### src/assert_macros.svh
// ---------------------------------------------------------------------------
// Assertion macros
// Shared concurrent assertion wrappers for the RTL.
// ---------------------------------------------------------------------------
`ifndef ASSERT_MACROS_SVH
`define ASSERT_MACROS_SVH

// property checked on every rising clock edge outside reset
`define ASSERT_CLK(label, clk, rst, prop) \
   label: assert property (@(posedge clk) disable iff (rst) (prop)) \
      else $error("assertion failed");

// antecedent implies consequent in the same cycle
`define ASSERT_IMPLY(label, clk, rst, ante, cons) \
   label: assert property (@(posedge clk) disable iff (rst) (ante) |-> (cons)) \
      else $error("implication failed");

`endif

### src/i2cm_pkg.sv
// ---------------------------------------------------------------------------
// i2cm_pkg
// Types and constants of the I2C master byte engine.
// ---------------------------------------------------------------------------
`timescale 1ns / 1ps

package i2cm_pkg;

   localparam logic [15:0] PHASE_DELAY_RESET = 16'd28;
   localparam logic [3:0]  BYTE_BITS         = 4'd8;

   typedef enum logic [3:0] {
      CMD_NONE  = 4'd0,
      CMD_START = 4'd1,
      CMD_STOP  = 4'd2,
      CMD_SEND  = 4'd3,
      CMD_WACK  = 4'd4,
      CMD_ACK   = 4'd5,
      CMD_NACK  = 4'd6,
      CMD_READ  = 4'd7,
      CMD_PROBE = 4'd8
   } cmd_type;

   typedef enum logic [3:0] {
      ST_IDLE = 4'd0,
      ST_SA   = 4'd1,
      ST_SB   = 4'd2,
      ST_SC   = 4'd3,
      ST_PA   = 4'd4,
      ST_TBIT = 4'd5,
      ST_THI  = 4'd6,
      ST_TLO  = 4'd7,
      ST_WA   = 4'd8,
      ST_WHI  = 4'd9,
      ST_WLO  = 4'd10,
      ST_KA   = 4'd11,
      ST_KHI  = 4'd12,
      ST_KLO  = 4'd13,
      ST_RHI  = 4'd14,
      ST_RLO  = 4'd15
   } step_type;

   typedef struct packed {
      logic [3:0] req_type;
      logic [7:0] tx_byte;
      logic       sda_in;
      logic       scl_in;
   } req_item_type;

   typedef struct packed {
      logic       scl_out;
      logic       sda_out;
      logic       busy_res;
      logic       done_res;
      logic [7:0] rx_byte;
      logic       nack_seen;
   } rsp_item_type;

endpackage

### src/i2c_master_byte_engine.sv
// ---------------------------------------------------------------------------
// i2c_master_byte_engine
// I2C master sequencer: one request transfer is one tick of the bus engine.
// ---------------------------------------------------------------------------
//   channel  direction  handshake              payload
//   req_     in         req_valid/req_ready    req_item_type (command, byte, lines)
//   rsp_     out        rsp_valid/rsp_ready    rsp_item_type (drive, status, rx byte)
//   csr_     in         csr_valid/csr_ready    phase_delay, 16 bits
//
// One request transfer per cycle while req_ready is high; each yields exactly one
// response, registered in the head or skid entry after the step logic.
// A two-entry response buffer (head plus skid) keeps req_ready high while one
// response waits; req_ready drops only when both entries are held.
// Synchronous reset: engine idle, both lines released, phase_delay = 28.
// csr writes are always taken; they are meant for idle periods only.
// ---------------------------------------------------------------------------
`timescale 1ns / 1ps

module i2c_master_byte_engine
   import i2cm_pkg::*;
(
   input  logic         clock,
   input  logic         reset,
   input  logic         req_valid,
   output logic         req_ready,
   input  req_item_type req_payload,
   output logic         rsp_valid,
   input  logic         rsp_ready,
   output rsp_item_type rsp_payload,
   input  logic         csr_valid,
   output logic         csr_ready,
   input  logic [15:0]  csr_data
);

`include "assert_macros.svh"

   // engine state
   logic [15:0] phase_delay_ff;
   step_type    step_ff, step_in;
   logic [3:0]  cmd_ff, cmd_in;
   logic [15:0] cnt_ff, cnt_in;
   logic [3:0]  bit_ff, bit_in;
   logic [7:0]  tx_ff, tx_in;
   logic [7:0]  rx_ff, rx_in;
   logic        ack_ff, ack_in;
   logic        scl_ff, scl_in;
   logic        sda_ff, sda_in;
   logic        done_in;

   // response buffer
   rsp_item_type head_ff, head_in, skid_ff, skid_in;
   logic         head_vld_ff, head_vld_in, skid_vld_ff, skid_vld_in;

   logic         push, pop;
   logic         enter_en;
   step_type     enter_step;
   logic [3:0]   bit_next;
   logic [15:0]  delay_load;
   rsp_item_type rsp_new;

   assign csr_ready = 1'b1;
   assign req_ready = !skid_vld_ff;
   assign push      = req_valid && req_ready;
   assign pop       = rsp_valid && rsp_ready;
   assign rsp_valid = head_vld_ff;
   assign rsp_payload = head_ff;

   // a zero delay behaves as one tick
   assign delay_load = (phase_delay_ff == 16'd0) ? 16'd1 : phase_delay_ff;
   assign bit_next   = bit_ff + 4'd1;

   // step logic: one tick of the sequencer
   always_comb begin
      step_in    = step_ff;
      cmd_in     = cmd_ff;
      cnt_in     = cnt_ff;
      bit_in     = bit_ff;
      tx_in      = tx_ff;
      rx_in      = rx_ff;
      ack_in     = ack_ff;
      scl_in     = scl_ff;
      sda_in     = sda_ff;
      done_in    = 1'b0;
      enter_en   = 1'b0;
      enter_step = ST_IDLE;

      if (step_ff == ST_IDLE) begin
         if (req_payload.req_type >= CMD_START && req_payload.req_type <= CMD_PROBE) begin
            cmd_in = req_payload.req_type;
            case (req_payload.req_type)
               CMD_START: begin
                  enter_en = 1'b1; enter_step = ST_SA;
               end
               CMD_STOP: begin
                  enter_en = 1'b1; enter_step = ST_PA;
               end
               CMD_SEND: begin
                  tx_in = req_payload.tx_byte; bit_in = 4'd0;
                  enter_en = 1'b1; enter_step = ST_TBIT;
               end
               CMD_WACK: begin
                  enter_en = 1'b1; enter_step = ST_WA;
               end
               CMD_ACK, CMD_NACK: begin
                  enter_en = 1'b1; enter_step = ST_KA;
               end
               CMD_READ: begin
                  bit_in = 4'd0;
                  enter_en = 1'b1; enter_step = ST_RHI;
               end
               default: begin
                  // probe: bus must be idle high
                  if (req_payload.sda_in && req_payload.scl_in) begin
                     tx_in = req_payload.tx_byte;
                     enter_en = 1'b1; enter_step = ST_SA;
                  end else begin
                     ack_in = 1'b1; done_in = 1'b1;
                  end
               end
            endcase
         end
      end else if (cnt_ff > 16'd1) begin
         cnt_in = cnt_ff - 16'd1;
      end else begin
         case (step_ff)
            ST_SA: begin enter_en = 1'b1; enter_step = ST_SB; end
            ST_SB: begin enter_en = 1'b1; enter_step = ST_SC; end
            ST_SC: begin
               if (cmd_ff == CMD_PROBE) begin
                  bit_in = 4'd0; enter_en = 1'b1; enter_step = ST_TBIT;
               end else begin
                  step_in = ST_IDLE; done_in = 1'b1;
               end
            end
            ST_PA: begin
               sda_in = 1'b1; step_in = ST_IDLE; done_in = 1'b1;
            end
            ST_TBIT: begin enter_en = 1'b1; enter_step = ST_THI; end
            ST_THI:  begin enter_en = 1'b1; enter_step = ST_TLO; end
            ST_TLO: begin
               bit_in = bit_next;
               if (bit_next < BYTE_BITS) begin
                  enter_en = 1'b1; enter_step = ST_TBIT;
               end else begin
                  sda_in = 1'b1;
                  if (cmd_ff == CMD_PROBE) begin
                     enter_en = 1'b1; enter_step = ST_WA;
                  end else begin
                     step_in = ST_IDLE; done_in = 1'b1;
                  end
               end
            end
            ST_WA: begin enter_en = 1'b1; enter_step = ST_WHI; end
            ST_WHI: begin
               ack_in = req_payload.sda_in;
               enter_en = 1'b1; enter_step = ST_WLO;
            end
            ST_WLO: begin
               if (cmd_ff == CMD_PROBE) begin
                  enter_en = 1'b1; enter_step = ST_PA;
               end else begin
                  step_in = ST_IDLE; done_in = 1'b1;
               end
            end
            ST_KA:  begin enter_en = 1'b1; enter_step = ST_KHI; end
            ST_KHI: begin enter_en = 1'b1; enter_step = ST_KLO; end
            ST_KLO: begin
               sda_in = 1'b1; step_in = ST_IDLE; done_in = 1'b1;
            end
            ST_RHI: begin
               rx_in = {rx_ff[6:0], req_payload.sda_in};
               enter_en = 1'b1; enter_step = ST_RLO;
            end
            ST_RLO: begin
               bit_in = bit_next;
               if (bit_next < BYTE_BITS) begin
                  enter_en = 1'b1; enter_step = ST_RHI;
               end else begin
                  step_in = ST_IDLE; done_in = 1'b1;
               end
            end
            default: begin
               step_in = ST_IDLE; done_in = 1'b1;
            end
         endcase
      end

      // phase entry: load the delay and set the line drive
      if (enter_en) begin
         step_in = enter_step;
         cnt_in  = delay_load;
         case (enter_step)
            ST_SA: begin scl_in = 1'b1; sda_in = 1'b1; end
            ST_SB: sda_in = 1'b0;
            ST_SC: scl_in = 1'b0;
            ST_PA: begin sda_in = 1'b0; scl_in = 1'b1; end
            ST_TBIT: begin
               scl_in = 1'b0;
               sda_in = tx_in[7];
               tx_in  = {tx_in[6:0], 1'b0};
            end
            ST_WA: sda_in = 1'b1;
            ST_KA: sda_in = (cmd_in == CMD_ACK) ? 1'b0 : 1'b1;
            ST_THI, ST_WHI, ST_KHI, ST_RHI: scl_in = 1'b1;
            ST_TLO, ST_WLO, ST_KLO, ST_RLO: scl_in = 1'b0;
            default: ;
         endcase
      end
   end

   always_comb begin
      rsp_new.scl_out   = scl_in;
      rsp_new.sda_out   = sda_in;
      rsp_new.busy_res  = (step_in != ST_IDLE);
      rsp_new.done_res  = done_in;
      rsp_new.rx_byte   = rx_in;
      rsp_new.nack_seen = ack_in;
   end

   // response buffer: head feeds the port, skid catches a transfer under stall
   always_comb begin
      head_in     = head_ff;
      skid_in     = skid_ff;
      head_vld_in = head_vld_ff;
      skid_vld_in = skid_vld_ff;
      if (skid_vld_ff) begin
         if (pop) begin
            head_in     = skid_ff;
            skid_vld_in = 1'b0;
         end
      end else if (head_vld_ff) begin
         if (push && pop) begin
            head_in = rsp_new;
         end else if (push) begin
            skid_in     = rsp_new;
            skid_vld_in = 1'b1;
         end else if (pop) begin
            head_vld_in = 1'b0;
         end
      end else if (push) begin
         head_in     = rsp_new;
         head_vld_in = 1'b1;
      end
   end

   always_ff @(posedge clock) begin
      if (reset) begin
         phase_delay_ff <= PHASE_DELAY_RESET;
         step_ff        <= ST_IDLE;
         cmd_ff         <= CMD_NONE;
         cnt_ff         <= 16'd0;
         bit_ff         <= 4'd0;
         tx_ff          <= 8'd0;
         rx_ff          <= 8'd0;
         ack_ff         <= 1'b0;
         scl_ff         <= 1'b1;
         sda_ff         <= 1'b1;
         head_vld_ff    <= 1'b0;
         skid_vld_ff    <= 1'b0;
      end else begin
         if (csr_valid && csr_ready) begin
            phase_delay_ff <= csr_data;
         end
         if (push) begin
            step_ff <= step_in;
            cmd_ff  <= cmd_in;
            cnt_ff  <= cnt_in;
            bit_ff  <= bit_in;
            tx_ff   <= tx_in;
            rx_ff   <= rx_in;
            ack_ff  <= ack_in;
            scl_ff  <= scl_in;
            sda_ff  <= sda_in;
         end
         head_vld_ff <= head_vld_in;
         skid_vld_ff <= skid_vld_in;
      end
   end

   always_ff @(posedge clock) begin
      head_ff <= head_in;
      skid_ff <= skid_in;
   end

   // a running phase always has ticks left on its delay
   `ASSERT_IMPLY(a_busy_cnt, clock, reset, step_ff != ST_IDLE, cnt_ff != 16'd0)
   // bit counter never runs past one byte
   `ASSERT_CLK(a_bit_range, clock, reset, bit_ff <= BYTE_BITS)
   // a completing transfer reports the engine idle
   `ASSERT_IMPLY(a_done_idle, clock, reset, push && done_in, step_in == ST_IDLE)
   // skid entry is only held behind a valid head
   `ASSERT_IMPLY(a_skid_head, clock, reset, skid_vld_ff, head_vld_ff)

endmodule
### config.mk
export PLATFORM = sky130hd
export DESIGN_NAME = i2c_master_byte_engine
export DESIGN_NICKNAME = d
export VERILOG_FILES = /design/src/i2cm_pkg.sv /design/src/i2c_master_byte_engine.sv
export VERILOG_INCLUDE_DIRS = /design/src /design/src/src
export SDC_FILE = /design/constraint.sdc
export NUM_CORES = 1
export LEC_CHECK = 0
export BUFFER_PORTS_ARGS = -buffer_cell sky130_fd_sc_hd__buf_4
export CELL_PAD_IN_SITES_DETAIL_PLACEMENT = 1
export CELL_PAD_IN_SITES_GLOBAL_PLACEMENT = 2
export CORE_UTILIZATION = 39
export CTS_BUF_LIST = sky130_fd_sc_hd__clkbuf_16
export DETAILED_ROUTE_END_ITERATION = 7
export PLACE_DENSITY_LB_ADDON = 0.2
export SETUP_SLACK_MARGIN = 0.1
export SLEW_MARGIN = 20
export SYNTH_ARGS = -nofsm -noshare
export SYNTH_HDL_FRONTEND = slang
export SYNTH_SLANG_ARGS = --single-unit
export TNS_END_PERCENT = 5
### constraint.sdc
create_clock -name clock -period 4.3 [get_ports clock]
set_input_delay 0.43 -clock clock [delete_from_list [all_inputs] [get_ports clock]]
set_output_delay 0.43 -clock clock [all_outputs]
set_load 0.01 [all_outputs]
======== After elaboration in Yosys (flattened, before gate mapping) ========
Cells that the tools add are included.
word-level totals
  flip-flop bits (word level) ............. 91
  input bits .............................. 35
  output and inout port bits .............. 16
  word-level logic and storage cells ...... 191
cells by class
  add/sub/neg operators ................... 2
  order comparisons ....................... 4
  equal/unequal tests ..................... 46
  multiplexer cells ....................... 85
  bitwise operators ....................... 2
  reductions and logical operators ........ 28
operators with widths
  operator                 number
  $mux W4                  19
  $eq A4 B4 Y1 const B     17
  $mux W13                 5
  $mux W16                 4
  $mux W8                  8
  $eq A4 B3 Y1 const B     13
  $pmux W4 S13             1
  $mux W1                  37
  $eq A4 B2 Y1 const B     6
  $pmux W4 S6              1
  $reduce_or A6 Y1         3
  $gt A16 B1 Y1 const B    1
  $logic_not A16 Y1        1
  $pmux W4 S4              1
  $pmux W8 S2              1
  $sub A16 B1 Y16 const B  1
  $reduce_or A2 Y1         7
  $eq A4 B1 Y1 const B     3
  $pmux W1 S4              3
  $reduce_or A9 Y1         1
  $pmux W4 S2              1
  $reduce_or A7 Y1         1
  $mux W3                  2
  $ne A2 B2 Y1 const B     3
  other kinds (18)         27

======== Longest topological paths before layout ========
  depth after elaboration ................. 13
  mapped depth ............................ 13
  depth with buffers taken out ............ 10

======== Worst setup path after synthesis ========
Ideal clock, no wire load.
  kind .................................... register to register
  start point ............................. register step_ff[1]
  end point ............................... register head_ff (netlist bit rsp_payload[11]) (data pin)
  library setup time ...................... 260 ps
  arrival ................................. 2402 ps
  data required time ...................... 4040 ps
  path slack .............................. 1638 ps
  stages on the path, launching flop included .. 10
  path buffers ............................ 1
  clock period less this slack ............ 2662 ps
  cells stage by stage .................... dfxtp_1 clkbuf_1 or4_1 a211oi_2 mux2i_1 nand2_1 and4_1 nor2_1 o21ai_2 mux2_2
RTL lines
  element                   line                           source
  start: declaration        i2c_master_byte_engine.sv:39   step_type step_ff, step_in;
  start signal: assignment  i2c_master_byte_engine.sv:265  step_ff <= step_in;
  end signal: assignment    i2c_master_byte_engine.sv:281  head_ff <= head_in;
  end: declaration          i2c_master_byte_engine.sv:51   rsp_item_type head_ff, head_in, skid_ff, skid_in;

======== Worst setup path in the final report ========
  start point ............................. register cnt_ff[10]
  end point ............................... register tx_ff[1]
between the ends
  longest elaborated chain between the ends .. 6
  elaborated cells on any way between the ends .. 8
  classes of those cells .................. order compare: 1; eq/ne: 1; mux: 6
RTL lines
  element                   line                           source
  start: declaration        i2c_master_byte_engine.sv:41   logic [15:0] cnt_ff, cnt_in;
  start signal: assignment  i2c_master_byte_engine.sv:267  cnt_ff <= cnt_in;
  $gt A16 B1 Y1 *           i2c_master_byte_engine.sv:122  end else if (cnt_ff > 16'd1) begin
  $mux W4                   i2c_master_byte_engine.sv:122
  $mux W4                   i2c_master_byte_engine.sv:87   if (step_ff == ST_IDLE) begin
  $eq A4 B3 Y1              i2c_master_byte_engine.sv:192  case (enter_step)
  $mux W8                   i2c_master_byte_engine.sv:192
  $mux W8 *                 i2c_master_byte_engine.sv:189  if (enter_en) begin
  end signal: assignment    i2c_master_byte_engine.sv:269  tx_ff <= tx_in;
  end: declaration          i2c_master_byte_engine.sv:43   logic [7:0] tx_ff, tx_in;
Mark *: on every way between the ends. The rest lies on a longest branch, timed or not.
A chain may end at the register's enable or synchronous reset.

==> results.cfg <==
[global_routing]
grt_pass1_vias = 4239
grt_pass1_wl_um = 21700
grt_max_degree = 61
grtUsageTotal = 0.215
grt-ovfl-total = 0
antenna_found_initial = 0

[cells_and_area]
fin_util = 0.458
drive_above_1_share = 0.182
register_area_um2 = 2080
fill_cells = 1419
multi_input_area_um2 = 2520
layout.nets = 616
antenna_cells = 0
layout.cells.non_filler = 730
final_area_um2 = 5510
area_growth_pct = 15.0

[setup_path]
crit_path_end_kind = register
critPathMaxStageDelay_ns = 0.74
r2r-start = cnt_ff[10]
slowest_stage = nor4b_4
cp.required_ns = 4.57
rrSetupSlack_ns = 0.82
cp_max_fo = 11
critPathArrivalTime_ns = 3.76
cp-start-kind = register
crit_chain = or3_1, or3_4, nor4_4, nand3_2, nand2_2, nor4b_4, nor3b_4, nand2_1, a31oi_1
crit_type = register to register
setup.worst_path.start = cnt_ff[10]

[synth]
ys_seq_area_frac = 0.435
ys_seq_elements = 91
syn_inst = 549
syn_area_um2 = 4790
async_reset_ff_frac = 0
yosys_warnings = 0
syn_area_per_cell_um2 = 8.72
ys_types = 68
synth_edf_count = 26
synth_ff_type = dfxtp_1
syn-num-nets = 587

[sta]
rsz0062_at_grt = no
worstMarginPinSlew_ns = 0.866
drv_slew = 0
hold_violations = 0
period_minus_slack_ns = 3.48
slew-limit-headroom = 0.421
setup_viol = 0
max_freq_mhz = 287
fin_skew_ns = 0.00956
whs_ns = 0.273
fin_crit_sh = 0.810
setup_tns_ns = 0
fin_ws_ns = 0.815

[detailed_routing]
vias_per_cell = 5.63
wl_met1_um = 5920
drc = 0
ant_nets = 0
drt_iter0_markers = 156
wl_per_cell_um = 17.5
dr_wl_met3_um = 322
top_layer_used = met4
via_count = 4110
drt_first_pass_iters = 4
dr_wl_met2_um = 6310
wl_um = 12800

[die]
die_w_um = 113
coreArea_um2 = 12000
die_h_um = 113
die_area_um2 = 12700
ios = 51
initial_utilization = 0.399
row_count = 40

[power]
p_leak_nw = 2.11
power_mw = 2.59
power.density_nw_per_um2 = 470
ir_drop_v = 0.000238

[clocking]
cts_resized = 0
h-tree-depth = 3
cts_root_buf = clkbuf_16
hold_buffers = 0
clock_sinks = 91
insertion_delay_ns = 0.35
cts_tree = built
clockBufferDepth = 2
cts_setup_buffers = 0
clk_pin_slew_ns = 0.07
cts_buffers = 9

[min_path]
worst_hold_path_type = input pin to register
hold_start = rsp_ready

[run]
maxCapViolCount = 0

[placement]
dpl_worst_slack_ns = 0.849
placed_cell_area_um2 = 5230
place_congestion = 0.777
dp_hpwl_um = 8820
dp.cells = 714
port-buffer-count = 49

[run_status]
status = completed
[metal layers]
metal	GRT usage	vias up
met5	0	-
met4	0.0800	0
met3	0.0327	15
met2	0.370	56
met1	0.273	2001
li1	-	2038
[cell type report]
class	instances	share of cell area
Inverter	11	0.00750
Multi-Input combinational cell	411	0.457
Timing Repair Buffer	54	0.0736
Sequential cell	91	0.378
Tap cell	147	0.0334
Clock buffer	9	0.0409
Clock inverter	7	0.00954
[layout by cell type, fill, tap and decap left out, types with 11 or more instances in the layout]
cell type / count
dfxtp_1: 65
edfxtp_1: 26
nor2_1: 91
buf_4: 54
nor3_1: 26
nand2_1: 51
a21oi_1: 38
mux2_2: 20
inv_1: 11
o21ai_0: 28
mux2i_1: 29
[cells by family after synthesis]
| family | Yosys count | share of synthesized area |
|---|---|---|
| DFF | 91 | 0.435 |
| muxes | 49 | 0.108 |
| and+or+nand+nor | 231 | 0.236 |
| buffers and inverters | 47 | 0.0402 |
| xor gates and xnor gates | 2 | 0.00366 |
| other | 1 | 0.000783 |
| adders and majority gates | 3 | 0.00784 |
| AOI/OAI and AO/OA | 125 | 0.169 |
[sequential cells by signal, indices dropped and copies added (netlist names), 4 cells and up]
signal	flops
tx_ff	8
bit_ff	4
rsp_payload	13
cnt_ff	16
phase_delay_ff	16
step_ff	4
skid_ff	13
rx_ff	8
cmd_ff	4
[worst paths after layout]
check | cells after the start | endpoint
worst max-delay path | 9 | tx_ff[1]
worst min-delay path | 2 | skid_vld_ff
worst max register to register | 9 | tx_ff[1]
worst min register to register | 2 | bit_ff[1]
[power by group]
part / total, mW / switching [mW] / internal [mW]
Clock: 0.765 / 0.369 / 0.397
Sequential: 1.05 / 0.0794 / 0.972
Combinational: 0.771 / 0.465 / 0.306
Total: 2.59 / 0.913 / 1.68
[cells in the mapped netlist (10+ instances only)]
library cell | number | area [um2]
nand2_1 | 51 | 191
edfxtp_1 | 26 | 781
nand3_1 | 10 | 50.1
nor2_1 | 91 | 342
a21oi_1 | 38 | 190
mux2_2 | 20 | 225
o21ai_0 | 28 | 140
nor3_1 | 26 | 130
clkbuf_1 | 26 | 97.6
inv_1 | 11 | 41.3
dfxtp_1 | 65 | 1300
mux2i_1 | 29 | 290
[worst max-delay path, delay by kind of cell (launching register included)]
| family | cells | cell delay [ns] |
|---|---|---|
| and+or+nand+nor | 8 | 2.88 |
| AOI/OAI and AO/OA | 1 | 0.18 |
| DFF | 1 | 0.34 |
Note: power is estimated with default switching activity, not from simulation.
